### config.mk
export PLATFORM = sky130hd
export DESIGN_NAME = counting_semaphore_priority_waitq
export DESIGN_NICKNAME = d
export VERILOG_FILES = /design/src/rtl/csem_pkg.sv /design/src/rtl/csem_front.sv /design/src/rtl/csem_waitq.sv /design/src/rtl/csem_back.sv /design/src/rtl/counting_semaphore_priority_waitq.sv
export SDC_FILE = /design/constraint.sdc
export NUM_CORES = 1
export LEC_CHECK = 0
export BUFFER_PORTS_ARGS = -buffer_cell sky130_fd_sc_hd__buf_2
export CAP_MARGIN = 0
export CORE_MARGIN = 1
export CORE_UTILIZATION = 49
export DETAILED_ROUTE_END_ITERATION = 7
export PLACE_DENSITY = 0.68
export SYNTH_ARGS = -nofsm -noshare
export SYNTH_HDL_FRONTEND = slang
export SYNTH_HIERARCHICAL = 1
export SYNTH_SLANG_ARGS = --single-unit
### constraint.sdc
create_clock -name i_clk -period 7.9 [get_ports i_clk]
set_clock_uncertainty 0.05 [all_clocks]
set_input_delay 1.58 -clock i_clk [delete_from_list [all_inputs] [get_ports i_clk]]
set_output_delay 1.58 -clock i_clk [all_outputs]
set_load 0.005 [all_outputs]
### src/rtl/csem_pkg.sv
// Shared types and constants for the counting semaphore with priority wait queue.
// No dependencies; imported by every module of the block.
`default_nettype none

package csem_pkg;

    localparam int ID_W       = 5;
    localparam int CNT_W      = 16;
    localparam int TICK_W     = 32;
    localparam int IN_PRIO_W  = 8;
    localparam int PRIO_W_MAX = 16;
    localparam int CFG_IDX_W  = 1;

    // Depth of the command queue between front and back.
    localparam int FIFO_DEPTH = 2;
    localparam int FIFO_AW    = $clog2(FIFO_DEPTH);
    localparam int FIFO_CW    = $clog2(FIFO_DEPTH + 1);

    typedef enum logic [1:0] {
        CMD_TAKE     = 2'd0,
        CMD_GIVE     = 2'd1,
        CMD_WITHDRAW = 2'd2,
        CMD_REINIT   = 2'd3
    } t_cmd;

    typedef enum logic [2:0] {
        ST_OK       = 3'd0,
        ST_TIMEOUT  = 3'd1,
        ST_PENDING  = 3'd2,
        ST_FULL     = 3'd3,
        ST_OVERFLOW = 3'd4
    } t_status;

    typedef enum logic [CFG_IDX_W-1:0] {
        REG_COUNT_CEIL    = 1'b0,
        REG_INITIAL_COUNT = 1'b1
    } t_reg_idx;

    // Classified command as it travels from front to back.
    typedef struct packed {
        t_cmd              cmd;
        logic [ID_W-1:0]   id;
        logic              id_ok;
        logic              wait_zero;
        logic              arm;
        logic [TICK_W-1:0] wake;
        logic              yield_ok;
    } t_item;

    // Operation requested of the wait queue.
    typedef struct packed {
        logic            ins;
        logic            rm_head;
        logic            rm_match;
        logic            clr;
        logic [ID_W-1:0] id;
    } t_q_cmd;

    // Wait queue status seen by the back end.
    typedef struct packed {
        logic            full;
        logic            empty;
        logic            found;
        logic [ID_W-1:0] head_id;
    } t_q_stat;

endpackage

`default_nettype wire

### src/rtl/csem_front.sv
// Front end: accepts input transactions, classifies them and buffers them.
// Depends on csem_pkg.
`default_nettype none

module csem_front #(
    parameter int MAX_TASKS = 32,
    parameter int PRIO_BITS = 8
) (
    input  wire                              i_clk,
    input  wire                              i_rst_n,
    input  wire                              i_valid,
    output logic                             o_stall,
    input  wire  [1:0]                       i_cmd,
    input  wire  [csem_pkg::ID_W-1:0]        i_task_id,
    input  wire  [csem_pkg::IN_PRIO_W-1:0]   i_task_priority,
    input  wire  [csem_pkg::TICK_W-1:0]      i_wait_ticks,
    input  wire  [csem_pkg::TICK_W-1:0]      i_current_tick,
    input  wire  [csem_pkg::IN_PRIO_W-1:0]   i_running_priority,
    input  wire                              i_has_running,
    input  wire                              i_kernel_running,
    input  wire                              i_from_isr,
    output logic                             o_item_valid,
    output csem_pkg::t_item                  o_item,
    output logic [PRIO_BITS-1:0]             o_prio,
    output logic [PRIO_BITS-1:0]             o_run_prio,
    input  wire                              i_pop
);
    import csem_pkg::*;

    t_item                  r_item     [FIFO_DEPTH];
    logic [PRIO_BITS-1:0]   r_prio     [FIFO_DEPTH];
    logic [PRIO_BITS-1:0]   r_run_prio [FIFO_DEPTH];
    logic [FIFO_AW-1:0]     r_wr_ptr, r_rd_ptr;
    logic [FIFO_CW-1:0]     r_cnt, n_cnt;

    t_item                  cls;
    logic [PRIO_W_MAX-1:0]  prio_ext, run_prio_ext;
    logic                   push;

    // Classify: trim priorities, check id range, form the wake tick.
    always_comb begin
        prio_ext      = PRIO_W_MAX'(i_task_priority);
        run_prio_ext  = PRIO_W_MAX'(i_running_priority);
        cls.cmd       = t_cmd'(i_cmd);
        cls.id        = i_task_id;
        cls.id_ok     = (32'(i_task_id) < MAX_TASKS);
        cls.wait_zero = (i_wait_ticks == '0);
        cls.arm       = (i_wait_ticks != '1);
        cls.wake      = i_current_tick + i_wait_ticks;
        cls.yield_ok  = i_has_running && (i_from_isr || i_kernel_running);
    end

    assign o_stall      = (r_cnt == FIFO_CW'(FIFO_DEPTH));
    assign push         = i_valid && !o_stall;
    assign o_item_valid = (r_cnt != '0);
    assign o_item       = r_item[r_rd_ptr];
    assign o_prio       = r_prio[r_rd_ptr];
    assign o_run_prio   = r_run_prio[r_rd_ptr];

    always_comb begin
        n_cnt = r_cnt;
        if (push && !i_pop) begin
            n_cnt = r_cnt + 1'b1;
        end else if (!push && i_pop) begin
            n_cnt = r_cnt - 1'b1;
        end
    end

    always_ff @(posedge i_clk) begin
        if (!i_rst_n) begin
            r_cnt    <= '0;
            r_wr_ptr <= '0;
            r_rd_ptr <= '0;
        end else begin
            r_cnt <= n_cnt;
            if (push) begin
                r_wr_ptr <= r_wr_ptr + 1'b1;
            end
            if (i_pop) begin
                r_rd_ptr <= r_rd_ptr + 1'b1;
            end
        end
    end

    always_ff @(posedge i_clk) begin
        if (push) begin
            r_item[r_wr_ptr]     <= cls;
            r_prio[r_wr_ptr]     <= prio_ext[PRIO_BITS-1:0];
            r_run_prio[r_wr_ptr] <= run_prio_ext[PRIO_BITS-1:0];
        end
    end

endmodule

`default_nettype wire

### src/rtl/csem_waitq.sv
// Priority-sorted wait queue built as a row of shifting cells, best entry first.
// Depends on csem_pkg.
`default_nettype none

module csem_waitq #(
    parameter int WAIT_DEPTH = 16,
    parameter int PRIO_BITS  = 8
) (
    input  wire                       i_clk,
    input  wire                       i_rst_n,
    input  csem_pkg::t_q_cmd          i_qcmd,
    input  wire  [PRIO_BITS-1:0]      i_ins_prio,
    output csem_pkg::t_q_stat         o_qstat,
    output logic [PRIO_BITS-1:0]      o_head_prio
);
    import csem_pkg::*;

    logic [WAIT_DEPTH-1:0] r_v, n_v;
    logic [ID_W-1:0]       r_id   [WAIT_DEPTH];
    logic [PRIO_BITS-1:0]  r_prio [WAIT_DEPTH];
    logic [ID_W-1:0]       n_id   [WAIT_DEPTH];
    logic [PRIO_BITS-1:0]  n_prio [WAIT_DEPTH];

    logic [WAIT_DEPTH-1:0] keep, match, sel, prev_keep, nxt_v, prev_v, rm_mask;
    logic                  do_ins, do_rm;

    assign o_qstat.full    = r_v[WAIT_DEPTH-1];
    assign o_qstat.empty   = !r_v[0];
    assign o_qstat.found   = |match;
    assign o_qstat.head_id = r_id[0];
    assign o_head_prio     = r_prio[0];

    assign prev_keep = {keep[WAIT_DEPTH-2:0], 1'b1};
    assign prev_v    = {r_v[WAIT_DEPTH-2:0], 1'b1};
    assign nxt_v     = {1'b0, r_v[WAIT_DEPTH-1:1]};
    assign do_ins    = i_qcmd.ins && !r_v[WAIT_DEPTH-1];
    assign do_rm     = i_qcmd.rm_head || i_qcmd.rm_match;
    assign rm_mask   = i_qcmd.rm_head ? '1 : sel;

    for (genvar g = 0; g < WAIT_DEPTH; g++) begin : g_cell
        logic [ID_W-1:0]      prev_id, nxt_id;
        logic [PRIO_BITS-1:0] prev_prio, nxt_prio;

        assign keep[g]  = r_v[g] && (r_prio[g] <= i_ins_prio);
        assign match[g] = r_v[g] && (r_id[g] == i_qcmd.id);
        // first match: any match at or ahead of this cell
        assign sel[g]   = |match[g:0];

        if (g == 0) begin : g_first
            assign prev_id   = i_qcmd.id;
            assign prev_prio = i_ins_prio;
        end else begin : g_mid
            assign prev_id   = r_id[g-1];
            assign prev_prio = r_prio[g-1];
        end

        if (g == WAIT_DEPTH - 1) begin : g_last
            assign nxt_id   = r_id[g];
            assign nxt_prio = r_prio[g];
        end else begin : g_inner
            assign nxt_id   = r_id[g+1];
            assign nxt_prio = r_prio[g+1];
        end

        always_comb begin
            n_v[g]    = r_v[g];
            n_id[g]   = r_id[g];
            n_prio[g] = r_prio[g];
            if (i_qcmd.clr) begin
                n_v[g] = 1'b0;
            end else if (do_ins) begin
                if (!keep[g]) begin
                    if (prev_keep[g]) begin
                        // insertion point
                        n_v[g]    = 1'b1;
                        n_id[g]   = i_qcmd.id;
                        n_prio[g] = i_ins_prio;
                    end else begin
                        n_v[g]    = prev_v[g];
                        n_id[g]   = prev_id;
                        n_prio[g] = prev_prio;
                    end
                end
            end else if (do_rm && rm_mask[g]) begin
                n_v[g]    = nxt_v[g];
                n_id[g]   = nxt_id;
                n_prio[g] = nxt_prio;
            end
        end

        always_ff @(posedge i_clk) begin
            r_id[g]   <= n_id[g];
            r_prio[g] <= n_prio[g];
        end
    end

    always_ff @(posedge i_clk) begin
        if (!i_rst_n) begin
            r_v <= '0;
        end else begin
            r_v <= n_v;
        end
    end

endmodule

`default_nettype wire

### src/rtl/csem_back.sv
// Back end: executes commands against the count and wait queue, holds the result.
// Depends on csem_pkg; drives csem_waitq through t_q_cmd.
`default_nettype none

module csem_back #(
    parameter int PRIO_BITS = 8
) (
    input  wire                              i_clk,
    input  wire                              i_rst_n,
    input  wire                              i_cfg_we,
    input  wire  [csem_pkg::CFG_IDX_W-1:0]   i_cfg_idx,
    input  wire  [csem_pkg::CNT_W-1:0]       i_cfg_data,
    input  wire                              i_item_valid,
    input  csem_pkg::t_item                  i_item,
    input  wire  [PRIO_BITS-1:0]             i_prio,
    input  wire  [PRIO_BITS-1:0]             i_run_prio,
    output logic                             o_pop,
    output csem_pkg::t_q_cmd                 o_qcmd,
    output logic [PRIO_BITS-1:0]             o_ins_prio,
    input  csem_pkg::t_q_stat                i_qstat,
    input  wire  [PRIO_BITS-1:0]             i_head_prio,
    output logic                             o_valid,
    input  wire                              i_stall,
    output logic [2:0]                       o_status,
    output logic                             o_woken_valid,
    output logic [csem_pkg::ID_W-1:0]        o_woken_task,
    output logic                             o_yield_needed,
    output logic                             o_arm_timer,
    output logic [csem_pkg::TICK_W-1:0]      o_expiry_tick,
    output logic [csem_pkg::CNT_W-1:0]       o_count_now
);
    import csem_pkg::*;

    logic [CNT_W-1:0]  r_count, n_count;
    logic [CNT_W-1:0]  r_max, r_init;
    logic              r_out_valid;
    t_status           r_status, n_status;
    logic              r_woken, n_woken;
    logic [ID_W-1:0]   r_woken_id, n_woken_id;
    logic              r_yield, n_yield;
    logic              r_arm, n_arm;
    logic [TICK_W-1:0] r_wake, n_wake;
    logic              fire;

    assign fire       = i_item_valid && (!r_out_valid || !i_stall);
    assign o_pop      = fire;
    assign o_ins_prio = i_prio;

    always_comb begin
        n_count       = r_count;
        n_status      = ST_OK;
        n_woken       = 1'b0;
        n_woken_id    = '0;
        n_yield       = 1'b0;
        n_arm         = 1'b0;
        n_wake        = '0;
        o_qcmd.ins      = 1'b0;
        o_qcmd.rm_head  = 1'b0;
        o_qcmd.rm_match = 1'b0;
        o_qcmd.clr      = 1'b0;
        o_qcmd.id       = i_item.id;
        if (fire) begin
            unique case (i_item.cmd)
                CMD_TAKE: begin
                    if (r_count != '0) begin
                        n_count = r_count - 1'b1;
                    end else if (i_item.wait_zero) begin
                        n_status = ST_TIMEOUT;
                    end else if (i_qstat.full || !i_item.id_ok) begin
                        n_status = ST_OVERFLOW;
                    end else begin
                        o_qcmd.ins = 1'b1;
                        n_status   = ST_PENDING;
                        n_arm      = i_item.arm;
                        n_wake     = i_item.arm ? i_item.wake : '0;
                    end
                end
                CMD_GIVE: begin
                    if (!i_qstat.empty) begin
                        o_qcmd.rm_head = 1'b1;
                        n_woken        = 1'b1;
                        n_woken_id     = i_qstat.head_id;
                        n_yield        = i_item.yield_ok && (i_head_prio < i_run_prio);
                    end else if (r_count >= r_max) begin
                        n_status = ST_FULL;
                    end else begin
                        n_count = r_count + 1'b1;
                    end
                end
                CMD_WITHDRAW: begin
                    if (i_qstat.found) begin
                        o_qcmd.rm_match = 1'b1;
                        n_status        = ST_TIMEOUT;
                    end
                end
                CMD_REINIT: begin
                    n_count    = (r_init < r_max) ? r_init : r_max;
                    o_qcmd.clr = 1'b1;
                end
                default: begin
                    n_count = r_count;
                end
            endcase
        end
    end

    always_ff @(posedge i_clk) begin
        if (!i_rst_n) begin
            r_count     <= '0;
            r_max       <= CNT_W'(1);
            r_init      <= '0;
            r_out_valid <= 1'b0;
        end else begin
            r_count <= n_count;
            if (i_cfg_we) begin
                unique case (t_reg_idx'(i_cfg_idx))
                    REG_COUNT_CEIL:    r_max  <= i_cfg_data;
                    REG_INITIAL_COUNT: r_init <= i_cfg_data;
                    default:           r_max  <= r_max;
                endcase
            end
            if (fire) begin
                r_out_valid <= 1'b1;
            end else if (!i_stall) begin
                r_out_valid <= 1'b0;
            end
        end
    end

    always_ff @(posedge i_clk) begin
        if (fire) begin
            r_status   <= n_status;
            r_woken    <= n_woken;
            r_woken_id <= n_woken_id;
            r_yield    <= n_yield;
            r_arm      <= n_arm;
            r_wake     <= n_wake;
        end
    end

    assign o_valid        = r_out_valid;
    assign o_status       = r_status;
    assign o_woken_valid  = r_woken;
    assign o_woken_task   = r_woken_id;
    assign o_yield_needed = r_yield;
    assign o_arm_timer    = r_arm;
    assign o_expiry_tick  = r_wake;
    // count after the item: the register updates on the same edge as the result
    assign o_count_now    = r_count;

endmodule

`default_nettype wire

### src/rtl/counting_semaphore_priority_waitq.sv
// Counting semaphore with a priority-ordered wait queue of task ids. Take, give,
// withdraw-after-timeout and reinit commands arrive as valid/stall transactions and
// each produces exactly one result transaction. A front stage accepts a command,
// trims priorities, checks the task id range and forms the wake tick, then parks it
// in a two-entry command queue; the back stage executes one command per cycle,
// unless a held result is stalled, against the count and a row of WAIT_DEPTH
// sorted shift cells (lower priority number first, first in first out among
// equals) and holds the result in an output register. The command queue
// registers an accepted command and the back stage executes it from the queue
// head, writing the output register and the wait queue cells on the same edge;
// sustained throughput is one transaction per cycle while the result channel is
// not stalled. Up to three transactions are in flight (two queued, one held in
// the output register). Either side may stall without blocking the other until
// the command queue fills. Configuration (the count ceiling at index 0, the
// reinit count at index 1) must be written through i_cfg_we only while the
// block is idle; the block itself does not enforce this.
// Depends on csem_pkg, csem_front, csem_waitq and csem_back.
`default_nettype none

module counting_semaphore_priority_waitq #(
    parameter int WAIT_DEPTH = 16,
    parameter int MAX_TASKS  = 32,
    parameter int PRIO_BITS  = 8
) (
    input  wire                              i_clk,
    input  wire                              i_rst_n,
    // configuration write port
    input  wire                              i_cfg_we,
    input  wire  [csem_pkg::CFG_IDX_W-1:0]   i_cfg_idx,
    input  wire  [csem_pkg::CNT_W-1:0]       i_cfg_data,
    // command channel
    input  wire                              i_valid,
    output logic                             o_stall,
    input  wire  [1:0]                       i_cmd,
    input  wire  [csem_pkg::ID_W-1:0]        i_task_id,
    input  wire  [csem_pkg::IN_PRIO_W-1:0]   i_task_priority,
    input  wire  [csem_pkg::TICK_W-1:0]      i_wait_ticks,
    input  wire  [csem_pkg::TICK_W-1:0]      i_current_tick,
    input  wire  [csem_pkg::IN_PRIO_W-1:0]   i_running_priority,
    input  wire                              i_has_running,
    input  wire                              i_kernel_running,
    input  wire                              i_from_isr,
    // result channel
    output logic                             o_valid,
    input  wire                              i_stall,
    output logic [2:0]                       o_status,
    output logic                             o_woken_valid,
    output logic [csem_pkg::ID_W-1:0]        o_woken_task,
    output logic                             o_yield_needed,
    output logic                             o_arm_timer,
    output logic [csem_pkg::TICK_W-1:0]      o_expiry_tick,
    output logic [csem_pkg::CNT_W-1:0]       o_count_now
);
    import csem_pkg::*;

    logic                 item_valid;
    t_item                item;
    logic [PRIO_BITS-1:0] item_prio;
    logic [PRIO_BITS-1:0] item_run_prio;
    logic                 pop;
    t_q_cmd               qcmd;
    t_q_stat              qstat;
    logic [PRIO_BITS-1:0] ins_prio;
    logic [PRIO_BITS-1:0] head_prio;

    // Accept and classify; buffer up to two commands.
    csem_front #(
        .MAX_TASKS (MAX_TASKS),
        .PRIO_BITS (PRIO_BITS)
    ) u_front (
        .i_clk              (i_clk),
        .i_rst_n            (i_rst_n),
        .i_valid            (i_valid),
        .o_stall            (o_stall),
        .i_cmd              (i_cmd),
        .i_task_id          (i_task_id),
        .i_task_priority    (i_task_priority),
        .i_wait_ticks       (i_wait_ticks),
        .i_current_tick     (i_current_tick),
        .i_running_priority (i_running_priority),
        .i_has_running      (i_has_running),
        .i_kernel_running   (i_kernel_running),
        .i_from_isr         (i_from_isr),
        .o_item_valid       (item_valid),
        .o_item             (item),
        .o_prio             (item_prio),
        .o_run_prio         (item_run_prio),
        .i_pop              (pop)
    );

    // Sorted wait queue: insert by priority, drop head or first matching id, or clear.
    csem_waitq #(
        .WAIT_DEPTH (WAIT_DEPTH),
        .PRIO_BITS  (PRIO_BITS)
    ) u_waitq (
        .i_clk       (i_clk),
        .i_rst_n     (i_rst_n),
        .i_qcmd      (qcmd),
        .i_ins_prio  (ins_prio),
        .o_qstat     (qstat),
        .o_head_prio (head_prio)
    );

    // Execute one command per cycle while the result is not stalled, and hold the result until taken.
    csem_back #(
        .PRIO_BITS (PRIO_BITS)
    ) u_back (
        .i_clk          (i_clk),
        .i_rst_n        (i_rst_n),
        .i_cfg_we       (i_cfg_we),
        .i_cfg_idx      (i_cfg_idx),
        .i_cfg_data     (i_cfg_data),
        .i_item_valid   (item_valid),
        .i_item         (item),
        .i_prio         (item_prio),
        .i_run_prio     (item_run_prio),
        .o_pop          (pop),
        .o_qcmd         (qcmd),
        .o_ins_prio     (ins_prio),
        .i_qstat        (qstat),
        .i_head_prio    (head_prio),
        .o_valid        (o_valid),
        .i_stall        (i_stall),
        .o_status       (o_status),
        .o_woken_valid  (o_woken_valid),
        .o_woken_task   (o_woken_task),
        .o_yield_needed (o_yield_needed),
        .o_arm_timer    (o_arm_timer),
        .o_expiry_tick  (o_expiry_tick),
        .o_count_now    (o_count_now)
    );

endmodule

`default_nettype wire
== Word-level counts from Yosys, hierarchy flattened ==
Memory sizes are Yosys's and may differ from the RTL's. A register that Yosys moved wholly into a read port is not among the register bits.
Cells that the tools add are included.

* Register bits after elaboration: 112
* Bits in writable memories: 324
* Output and inout bits: 61
* Word-level logic and storage cells: 485
* Memories kept: 5

* Add/subtract/negate cells: 7
* Order comparisons: 19
* Equality and inequality tests: 41
* Mux-type cells: 254
* Bitwise gates (word level): 4
* Reduce and logical (&&, ||, !) cells: 126

{| class="wikitable"
|+ Memory list
! name !! depth !! bits a word !! rd ports !! clocked after memory_dff !! wr ports !! line !! source
|-
| u_waitq.r_prio || 16 || 8 || 16 || 0 || 16 || csem_waitq.sv:20 || <nowiki>logic [PRIO_BITS-1:0] r_prio [WAIT_DEPTH];</nowiki>
|-
| u_front.r_item || 2 || 42 || 1 || 1 || 1 || csem_front.sv:30 || <nowiki>t_item r_item [FIFO_DEPTH];</nowiki>
|-
| u_waitq.r_id || 16 || 5 || 16 || 0 || 16 || csem_waitq.sv:19 || <nowiki>logic [ID_W-1:0] r_id [WAIT_DEPTH];</nowiki>
|-
| u_front.r_prio || 2 || 8 || 1 || 1 || 1 || csem_front.sv:31 || <nowiki>logic [PRIO_BITS-1:0] r_prio [FIFO_DEPTH];</nowiki>
|-
| u_front.r_run_prio || 2 || 8 || 1 || 1 || 1 || csem_front.sv:32 || <nowiki>logic [PRIO_BITS-1:0] r_run_prio [FIFO_DEPTH];</nowiki>
|}

{| class="wikitable"
|+ Operators by type and width
! kind !! count
|-
| 8-bit 2-to-1 mux || 78
|-
| 5-bit 2-to-1 mux || 78
|-
| 8-bit less-or-equal comparator || 16
|-
| 1-bit 2-to-1 mux || 83
|-
| 5-bit equality test || 16
|-
| 16-bit 2-to-1 mux || 5
|-
| 1-bit logical AND || 55
|-
| 16-bit case mux with 3 select lines || 1
|-
| 2-bit AND reduction || 19
|-
| 2-bit != test (second input constant) || 18
|-
| 2-bit nonzero test || 18
|-
| 32-bit adder || 1
|-
| 32-bit zero test || 1
|-
| 32-bit != test (second input constant) || 1
|-
| 16-bit by 1-bit adder with 16-bit output (second input constant) || 1
|-
| 16-bit >= comparator || 1
|-
| 16-bit less-than comparator || 1
|-
| 16-bit nonzero test || 1
|-
| 16-bit OR reduction || 1
|-
| 16-bit by 1-bit subtractor with 16-bit output (second input constant) || 1
|-
| 15-bit OR reduction || 1
|-
| 14-bit OR reduction || 1
|-
| 13-bit OR reduction || 1
|-
| 12-bit OR reduction || 1
|-
| other kinds (28) || 51
|}

== Depth between registers and ports, before layout ==
Gate-level depths: netlist of the first run.

* Depth in word-level cells: 12
* Mapped depth: 19
* Depth with buffers taken out: 13

== Hierarchy ==
The synthesis of the first run kept the hierarchy.

{| class="wikitable"
|+ By module, submodules not included
! module !! instances !! cells an instance !! area each (sq um)
|-
| csem_waitq || 1 || 1,541 || 15,051.9
|-
| csem_front || 1 || 492 || 6,339.8
|-
| csem_back || 1 || 570 || 5,489.0
|}

== Least setup slack after synthesis of the first run ==
OpenSTA, ideal clock, no wires.

* Path kind: input-to-reg
* From: input i_stall
* To: memory u_waitq.r_id[0][0], enable pin
* Library setup time: 0.404 ns
* Arrival: 4.875 ns
* Setup slack: 2.571 ns
* Stages: 9
* Buffers on the path: 2
* Path through: nand2_1 nand2_1 inv_1 and3_2 nor2b_1 clkbuf_1 clkbuf_1 nor3_1 a211oi_1

{| class="wikitable"
|+ RTL lines
! element !! line !! source
|-
| start, declared || counting_semaphore_priority_waitq.sv:45 || <nowiki>input wire i_stall,</nowiki>
|-
| end, declared || csem_waitq.sv:19 ||
|}

==> out/results.md, run 1 <==
* **commonest register cell after synthesis** sky130_fd_sc_hd__edfxtp_1
* **post-synthesis cell count** 2,603
* **Logic pwr share** 0.371
* **share of synthesized cell area in full adder, half adder and majority cells** 0.09877
* **worst setup timing slack at the placement stage** 2.479 ns
* **Worst-Margin Slew** 1.333 ns
* **post-detailed-route count of antenna-violating nets** 0
* **largest net degree at the start of global routing** 184
* **final RePlAce weighted congestion** 0.9149
* **Hold Path Class** flop to flop
* **combinational family with the most area after synthesis** compound AO/OA/AOI/OAI gates
* **share of cell area taken by muxes after synthesis** 0.08974
* **net switching share of the total power** 0.3645
* **capturing element of the worst setup path** u_waitq/r_prio[1][13]
* **number of buffers created by CTS** 49
* **sum of negative setup slack** 0 ns
* **clock slew at the register clock pins of the worst setup and hold paths** 0.06 ns
* **sequential share of power** 0.364
* **period utilisation layout** 0.6985
* **Critical Path RT** 8.04 ns
* **initial antenna violation count** 4
* **cells taking the most area after synthesis** sky130_fd_sc_hd__edfxtp_1, sky130_fd_sc_hd__ha_1, sky130_fd_sc_hd__mux2i_1
* **time the final worst path needs with I/O delays and setup** 5.518 ns
* **top fanout value on the critical path** 32
* **count leader, synth** sky130_fd_sc_hd__edfxtp_1
* **wire length of the first global-routing pass** 113,400 um
* **count of unique library cells instantiated by Yosys** 88
* **via count of the first global-routing pass** 20,360
* **Static Leak** 12.00 nW
* **count of endpoints failing setup in the final report** 0
* **number of flops mapped to enable cells by yosys** 367
* **buffer levels on the longest clock path** 3
* **internal power of the cells** 0.005420 W
* **Core ar.** 0.05403 mm^2
* **drt total wl** 72,780 um
* **average cell area after synthesis** 10.33 um^2
* **post-detailed-route DRC marker count** 0
* **initial drt markers** 1,871
* **total number of vias** 20,720
* **library cell used as clock root buffer** sky130_fd_sc_hd__clkbuf_16
* **max-cap violations** 0
* **number of fill cells** 4,671
* **share of layout cells above drive strength 1** 0.1446
* **top cell types by occurrence after synthesis** sky130_fd_sc_hd__edfxtp_1, sky130_fd_sc_hd__nand2_1, sky130_fd_sc_hd__o21ai_0
* **Synth Area in XOR/XNOR** 0.04040
* **highest ir drop seen on vdd** 0.2031 mV
* **setup repair after global routing missed its margin** false
* **Seq cells post-synth** 437
* **Critical Path Source Type** flop
* **synthesized-area fraction occupied by ao, oa, aoi and oai cells** 0.1387
* **post-synthesis sequential area ratio** 0.4621
* **starting density of the core** 0.4975
* **worst slew slack as a fraction of its limit** 0.1113
* **terminus of the critical flop-to-flop path** u_waitq/r_prio[1][13]
* **area of the mapped netlist** 0.02688 mm^2
* **number of instances resized during post-cts repair** 0
* **Setup crit end kind** flop
* **status** complete, no violations
* **total die area** 0.05580 mm^2
* **clock group share of total power** 0.266
* **data arrival time of the critical path** 5.66 ns
* **internal reg-to-reg setup slack** 2.38 ns
* **async set-or-reset flop fraction in the synthesized netlist** 0
* **count of pins over their slew limit** 0
* **half-perimeter wire length after detailed placement** 51,790 um
* **CTS tree** built
* **Achievable Freq** 0.1812 GHz
* **library cell occupying the most area in the post-synthesis netlist** sky130_fd_sc_hd__edfxtp_1
* **Post-CTS Hold Buffers** 0
* **floorplan die height** 236.2 um
* **class of the most critical setup path** flop to flop
* **total nets after synthesis** 2,926
* **cell row count** 85
* **I/O pin total** 173
* **die width** 236.2 um
* **final hold vios** 0
* **Clk Latency, worst-skew pair** 0.60 ns
* **buffers inserted by post-CTS timing repair** 0
* **number of cells on the worst reg-to-reg path** 13
* **number of iterations in the first detailed-routing pass** 5
* **number of nets in the finished design** 3,028
* **share of the synthesized area in the top cell type** 0.4100
* **number of port buffers** 172
* **total global routing track utilization** 0.2568
* **total number of H-tree levels** 2
* **routed length per instance** 21.15 um
* **Synth Area in Simple Gates** 0.1311
* **worst-case setup margin in the final layout** 2.382 ns
* **sum of overflow across all layers after global routing** 0
* **Synth warnings** 6
* **synth-to-layout area growth** 10.81%
* **number of sinks driven by the clock tree** 437
* **ratio of routed vias to standard cells** 6.021
* **power density over cell area** 286.3 mW/mm^2
* **switching component of the power** 0.003109 W
stage by stage:
| stage | utilization | area (um^2) | hold slack (ns) | total power, W | instances |
|---|---|---|---|---|---|
| after floorplan | - | 26880 | 0.3936 | 0.005329 | 2603 |
| after CTS | 0.5513 | 29780 | 0.4278 | 0.008534 | 3441 |
| final | 0.5513 | 29790 | 0.4283 | 0.008529 | 3442 |
| after global placement | 0.5217 | 28180 | 0.4124 | 0.006129 | 3350 |
| after detailed placement | 0.5217 | 28180 | 0.4183 | 0.006236 | 3350 |
| after global routing | 0.5513 | 29780 | 0.4522 | 0.008975 | 3441 |
cells by family (layout without fill, tap and decap cells):
logic type	count (synthesis)	count (layout)
compound gates	628	628
simple gates	747	747
mux	233	233
flops	437	437
fa+ha+maj	211	211
other cells	1	2
xor+xnor	124	124
buf+inv	222	364
worst min path at each step:
stage	slack [ns]	depth (start not counted)	to	start
CTS	0.43	2	u_back/r_max[5]	u_back/r_max[5]
global route	0.45	2	u_back/r_max[1]	u_back/r_max[1]
floorplan	0.39	2	u_back/r_init[0]	u_back/r_init[0]
global placement	0.41	2	u_back/r_init[0]	u_back/r_init[0]
detailed placement	0.42	2	u_back/r_max[5]	u_back/r_max[5]
finish	0.43	2	u_back/r_max[12]	u_back/r_max[12]
power groups by stage:
stage	sequential (W)	combinational [W]	clock, W
floorplan	0.00306	0.00227	0
global placement	0.00314	0.00299	0
detailed placement	0.00314	0.00309	0
CTS	0.00310	0.00313	0.00231
global route	0.00313	0.00345	0.00240
finish	0.00310	0.00316	0.00227
cell usage in the layout, fill, tap and decap left out, types with 10 or more instances in the layout:
master | synthesis | routed
sky130_fd_sc_hd__a22o_1 | 10 | 10
sky130_fd_sc_hd__dfxtp_1 | 70 | 69
sky130_fd_sc_hd__mux2i_1 | 169 | 169
sky130_fd_sc_hd__nor2_1 | 121 | 120
sky130_fd_sc_hd__buf_2 | 15 | 172
sky130_fd_sc_hd__a21o_1 | 38 | 38
sky130_fd_sc_hd__xor2_1 | 67 | 67
sky130_fd_sc_hd__nand3_1 | 26 | 26
sky130_fd_sc_hd__inv_1 | 58 | 57
sky130_fd_sc_hd__buf_4 | 19 | 35
sky130_fd_sc_hd__mux2_2 | 64 | 64
sky130_fd_sc_hd__nand4_1 | 53 | 53
sky130_fd_sc_hd__nand2_1 | 346 | 345
sky130_fd_sc_hd__nor3_1 | 23 | 21
sky130_fd_sc_hd__nor2b_1 | 31 | 30
sky130_fd_sc_hd__o31ai_1 | 10 | 10
sky130_fd_sc_hd__nor4_1 | 23 | 23
sky130_fd_sc_hd__clkbuf_1 | 99 | 10
sky130_fd_sc_hd__xnor2_1 | 57 | 57
sky130_fd_sc_hd__edfxtp_1 | 367 | 367
sky130_fd_sc_hd__a211oi_1 | 15 | 12
sky130_fd_sc_hd__and2_1 | 44 | 44
sky130_fd_sc_hd__o21ai_1 | 14 | 15
sky130_fd_sc_hd__a21oi_1 | 170 | 169
sky130_fd_sc_hd__o211ai_1 | 17 | 17
sky130_fd_sc_hd__o21a_1 | 18 | 18
sky130_fd_sc_hd__nand2b_1 | 26 | 26
sky130_fd_sc_hd__and3_1 | 14 | 13
sky130_fd_sc_hd__clkinv_1 | 7 | 12
sky130_fd_sc_hd__ha_1 | 209 | 209
sky130_fd_sc_hd__clkbuf_16 | 0 | 51
sky130_fd_sc_hd__o21ai_0 | 254 | 253
metal layers:
metal  vias to the layer above  part of all wire  track usage
li1                       9768                 -            -
met1                     10020              0.44       0.3517
met2                       802              0.46       0.4157
met3                       128             0.071      0.04037
met4                         6             0.029      0.08383
met5                         -           0.00054            0
sequential cells by signal (all words and copies together) (netlist names), named ones only:
register	count
u_back/o_arm_timer	1
u_back/o_count_now	16
u_back/o_expiry_tick	32
u_back/o_status	3
u_back/o_valid	1
u_back/o_woken_task	5
u_back/o_woken_valid	1
u_back/o_yield_needed	1
u_back/r_init	16
u_back/r_max	16
u_front/r_cnt	2
u_front/r_item	84
u_front/r_prio	16
u_front/r_rd_ptr	1
u_front/r_run_prio	16
u_front/r_wr_ptr	1
u_waitq/r_id	80
u_waitq/r_prio	128
u_waitq/r_v	16
worst max-delay path, cell delays in order (launching register included):
cell and delay, ns:
sky130_fd_sc_hd__dfxtp_2 0.71, sky130_fd_sc_hd__mux2_2 0.90, sky130_fd_sc_hd__xnor2_1 0.19, sky130_fd_sc_hd__nand4_1 0.14
sky130_fd_sc_hd__o22ai_1 0.36, sky130_fd_sc_hd__a311oi_2 0.13, sky130_fd_sc_hd__nand3_2 0.19, sky130_fd_sc_hd__a311o_1 0.25
sky130_fd_sc_hd__and3_1 0.43, sky130_fd_sc_hd__or2_2 0.29, sky130_fd_sc_hd__nor2b_1 0.28, sky130_fd_sc_hd__o31a_1 0.25
sky130_fd_sc_hd__a21oi_1 0.06, sky130_fd_sc_hd__nor2_1 0.86
area by class of cell:
| cell class | instances | area [um^2] | share of cell area |
|---|---|---|---|
| well taps | 696 | 870.8 | 0.02924 |
| clock inverters | 23 | 214.0 | 0.007183 |
| multi-input cells | 1944 | 13500 | 0.4533 |
| inverters | 65 | 244.0 | 0.008191 |
| flip-flops and latches | 437 | 12420 | 0.4171 |
| repair buffers | 208 | 1144 | 0.03839 |
| clock buffers | 68 | 1386 | 0.04654 |
| diodes | 1 | 2.502 | 0.00008401 |
Note: power is estimated with default switching activity, not from simulation.
==> run 2, diff against run 1 <==
Settings changed: ABC_AREA set to 1, PLACE_DENSITY 0.68 to 0.7.
Clock period 7.9 ns to 4.5 ns, I/O delays scaled along.
==> run 2 against run 1 <==
- flip-flop and latch count unchanged
- cell count increased by 29%
- hold slack got worse by 0.016 ns
- global-route usage increased by 1.1 points
- worst setup slack got worse by 2.1 ns
- sequential share of layout area decreased by 2.7 points
- sequential power increased by 68%
- routed wire length increased by 9.6%
- first-iteration DRC count increased by 26%
- maximum frequency increased by 31%
- critical endpoint is now u_waitq/r_id[0][19]
==> out/results.md, run 2 <==
* **initial antenna violation count** 2
* **top register by number of flip-flops** u_waitq/r_prio
* **final hold vios** 0
* **met3 Track Usage GR** 0.03922
* **number of instances resized during post-cts repair** 0
* **flip-flop count of the largest register after layout** 128
* **busiest metal layer after global routing** met2
* **time the final worst path needs with I/O delays and setup** 4.198 ns
* **share of the synthesized area in the top cell type** 0.3903
* **final RePlAce weighted congestion** 1.001
* **setup repair after global routing missed its margin** false
* **post-synthesis cell count** 3,450
* **post-synthesis sequential area ratio** 0.4399
* **total number of vias** 24,470
* **Worst-Margin Slew** 1.234 ns
* **cell row count** 87
* **Core ar.** 0.05671 mm^2
* **floorplan die height** 242.1 um
* **max-cap violations** 0
* **total number of H-tree levels** 2
* **buffer levels on the longest clock path** 3
* **wire length of the first global-routing pass** 124,300 um
* **number of buffers created by CTS** 50
* **Cell Chain, Critical Path** buf_4, mux2_2, inv_1, ha_1, nor3b_1, nand3_2, or3b_2, nor2_1, inv_1, nor2_4, inv_6, buf_4, buf_4, o21ai_0, nor2_1, buf_4
* **commonest register cell after synthesis** sky130_fd_sc_hd__edfxtp_1
* **top cell types by occurrence after synthesis** sky130_fd_sc_hd__nand2_1, sky130_fd_sc_hd__inv_1, sky130_fd_sc_hd__edfxtp_1
* **most common cell after layout, fill and taps aside** sky130_fd_sc_hd__nand2_1
* **highest ir drop seen on vdd** 0.4497 mV
* **half-perimeter wire length after detailed placement** 58,860 um
* **library cell used as clock root buffer** sky130_fd_sc_hd__clkbuf_16
* **power density over cell area** 445.8 mW/mm^2
* **total nets after synthesis** 3,773
* **most frequent cell on the critical path** sky130_fd_sc_hd__buf_4
* **Static Leak** 14.69 nW
* **share of layout cells above drive strength 1** 0.1405
* **Critical Path Source Type** flop
* **clock slew at the register clock pins of the worst setup and hold paths** 0.06 ns
* **post-detailed-route DRC marker count** 0
* **synth-to-layout area growth** 12.79%
* **sum of overflow across all layers after global routing** 0
* **number of sinks driven by the clock tree** 437
* **Clk Latency, worst-skew pair** 0.63 ns
* **Critical Path RT** 4.79 ns
* **sequential cell area in the final layout** 0.01242 mm^2
* **average cell area after synthesis** 8.185 um^2
* **Bufs and invs on worst path** 7
* **biggest registers after layout** u_waitq/r_prio (128), u_front/r_item (84), u_waitq/r_id (80)
* **number of port buffers** 172
* **multi-input gate area in the final layout** 0.01339 mm^2
* **drt total wl** 79,750 um
* **total die area** 0.05860 mm^2
* **number of flops mapped to enable cells by yosys** 367
* **kind of cell with the highest combined delay on the critical path** buffers and inverters
* **number of iterations in the first detailed-routing pass** 6
* **global routing usage on met2** 0.4420
* **GR Layer Usage met1** 0.3594
* **Seq cells post-synth** 437
* **Synth warnings** 6
* **Hold Path Class** primary input to flop
* **starting density of the core** 0.4979
* **count leader, synth** sky130_fd_sc_hd__nand2_1
* **sum of negative setup slack** 0 ns
* **largest net degree at the start of global routing** 164
* **die width** 242.1 um
* **data arrival time of the critical path** 4.49 ns
* **largest incremental delay on the critical path** 0.47 ns
* **top fanout value on the critical path** 58
* **I/O pin total** 173
* **leading cell types in the layout, fill and taps excluded** sky130_fd_sc_hd__nand2_1, sky130_fd_sc_hd__inv_1, sky130_fd_sc_hd__edfxtp_1
* **CTS tree** built
* **count of endpoints failing setup in the final report** 0
* **class of the most critical setup path** flop to flop
* **worst slew slack as a fraction of its limit** 0.1740
* **number of nets in the finished design** 3,948
* **via count of the first global-routing pass** 22,680
* **routed length per instance** 18.03 um
* **count of unique library cells instantiated by Yosys** 50
* **area of the mapped netlist** 0.02824 mm^2
* **ratio of routed vias to standard cells** 5.531
* **Achievable Freq** 0.2382 GHz
* **status** complete, no violations
* **post-detailed-route count of antenna-violating nets** 0
* **CP max-delay cell** sky130_fd_sc_hd__or3b_2
* **Post-CTS Hold Buffers** 0
* **initial drt markers** 2,358
* **count of pins over their slew limit** 0
* **Final Total Pwr** 0.01420 W
* **Setup crit end kind** flop
* **cells taking the most area after synthesis** sky130_fd_sc_hd__edfxtp_1, sky130_fd_sc_hd__nand2_1, sky130_fd_sc_hd__ha_1
* **total global routing track utilization** 0.2676
* **library cell occupying the most area in the post-synthesis netlist** sky130_fd_sc_hd__edfxtp_1
* **internal reg-to-reg setup slack** 0.30 ns
* **async set-or-reset flop fraction in the synthesized netlist** 0
* **number of fill cells** 5,171
* **buffers inserted by post-CTS timing repair** 0
* **period utilisation layout** 0.9328
[run 2: report_power, final]
part           internal (W)  switching (W)  leakage (nW)
registers           0.00497       0.000227          3.95
clock network       0.00243        0.00174         0.821
logic               0.00175        0.00309          9.91
[run 2: area by class of cell]
class                   count  area share
clock inverters            31     0.01049
diodes                      1  0.00007857
clock buffers              62     0.04231
well taps                 756     0.02970
flip-flops and latches    437      0.3900
repair buffers            266     0.05311
multi-input cells        2415      0.4203
inverters                 455     0.05394
[run 2: path summary, 6_finish.rpt]
check,start,end,cells past startpoint
setup / recovery,flop,u_waitq/r_id[0][19],16
hold / removal,i_cmd[0],u_front/r_item[1][40],1
setup reg to reg,flop,u_waitq/r_id[0][19],16
hold reg to reg,u_back/r_init[7],u_back/r_init[7],2
[run 2: cell families (layout without fill, tap and decap cells)]
logic type / count (synthesis) / in the layout / synth area share
flops: 437 / 437 / 0.4399
compound gates: 711 / 711 / 0.1350
simple gates: 1407 / 1407 / 0.2126
other cells: 1 / 2 / 0.0001328
xor+xnor: 27 / 27 / 0.008374
mux: 58 / 58 / 0.02313
buf+inv: 598 / 814 / 0.08684
fa+ha+maj: 211 / 211 / 0.09402
[run 2: layer usage]
metal | vias to the layer above | share of wire
met1 | 11220 | 0.41
met4 | 2 | 0.036
met3 | 192 | 0.086
met2 | 1100 | 0.46
met5 | - | 0.00016
li1 | 11950 | -
[run 2: per-stage QoR]
step	utilization	instances	worst slack, ns	cell area (um^2)	hold WS (ns)
4_1_cts	0.5616	4422	0.3413	31850	0.3833
6_report	0.5616	4423	0.3023	31850	0.4124
3_5_place_dp	0.5319	4329	0.3874	30170	0.4217
5_1_grt	0.5616	4422	0.01557	31850	0.3993
2_1_floorplan	-	3450	0.1873	28240	0.3982
3_3_place_gp	0.5319	4329	0.4731	30170	0.4160
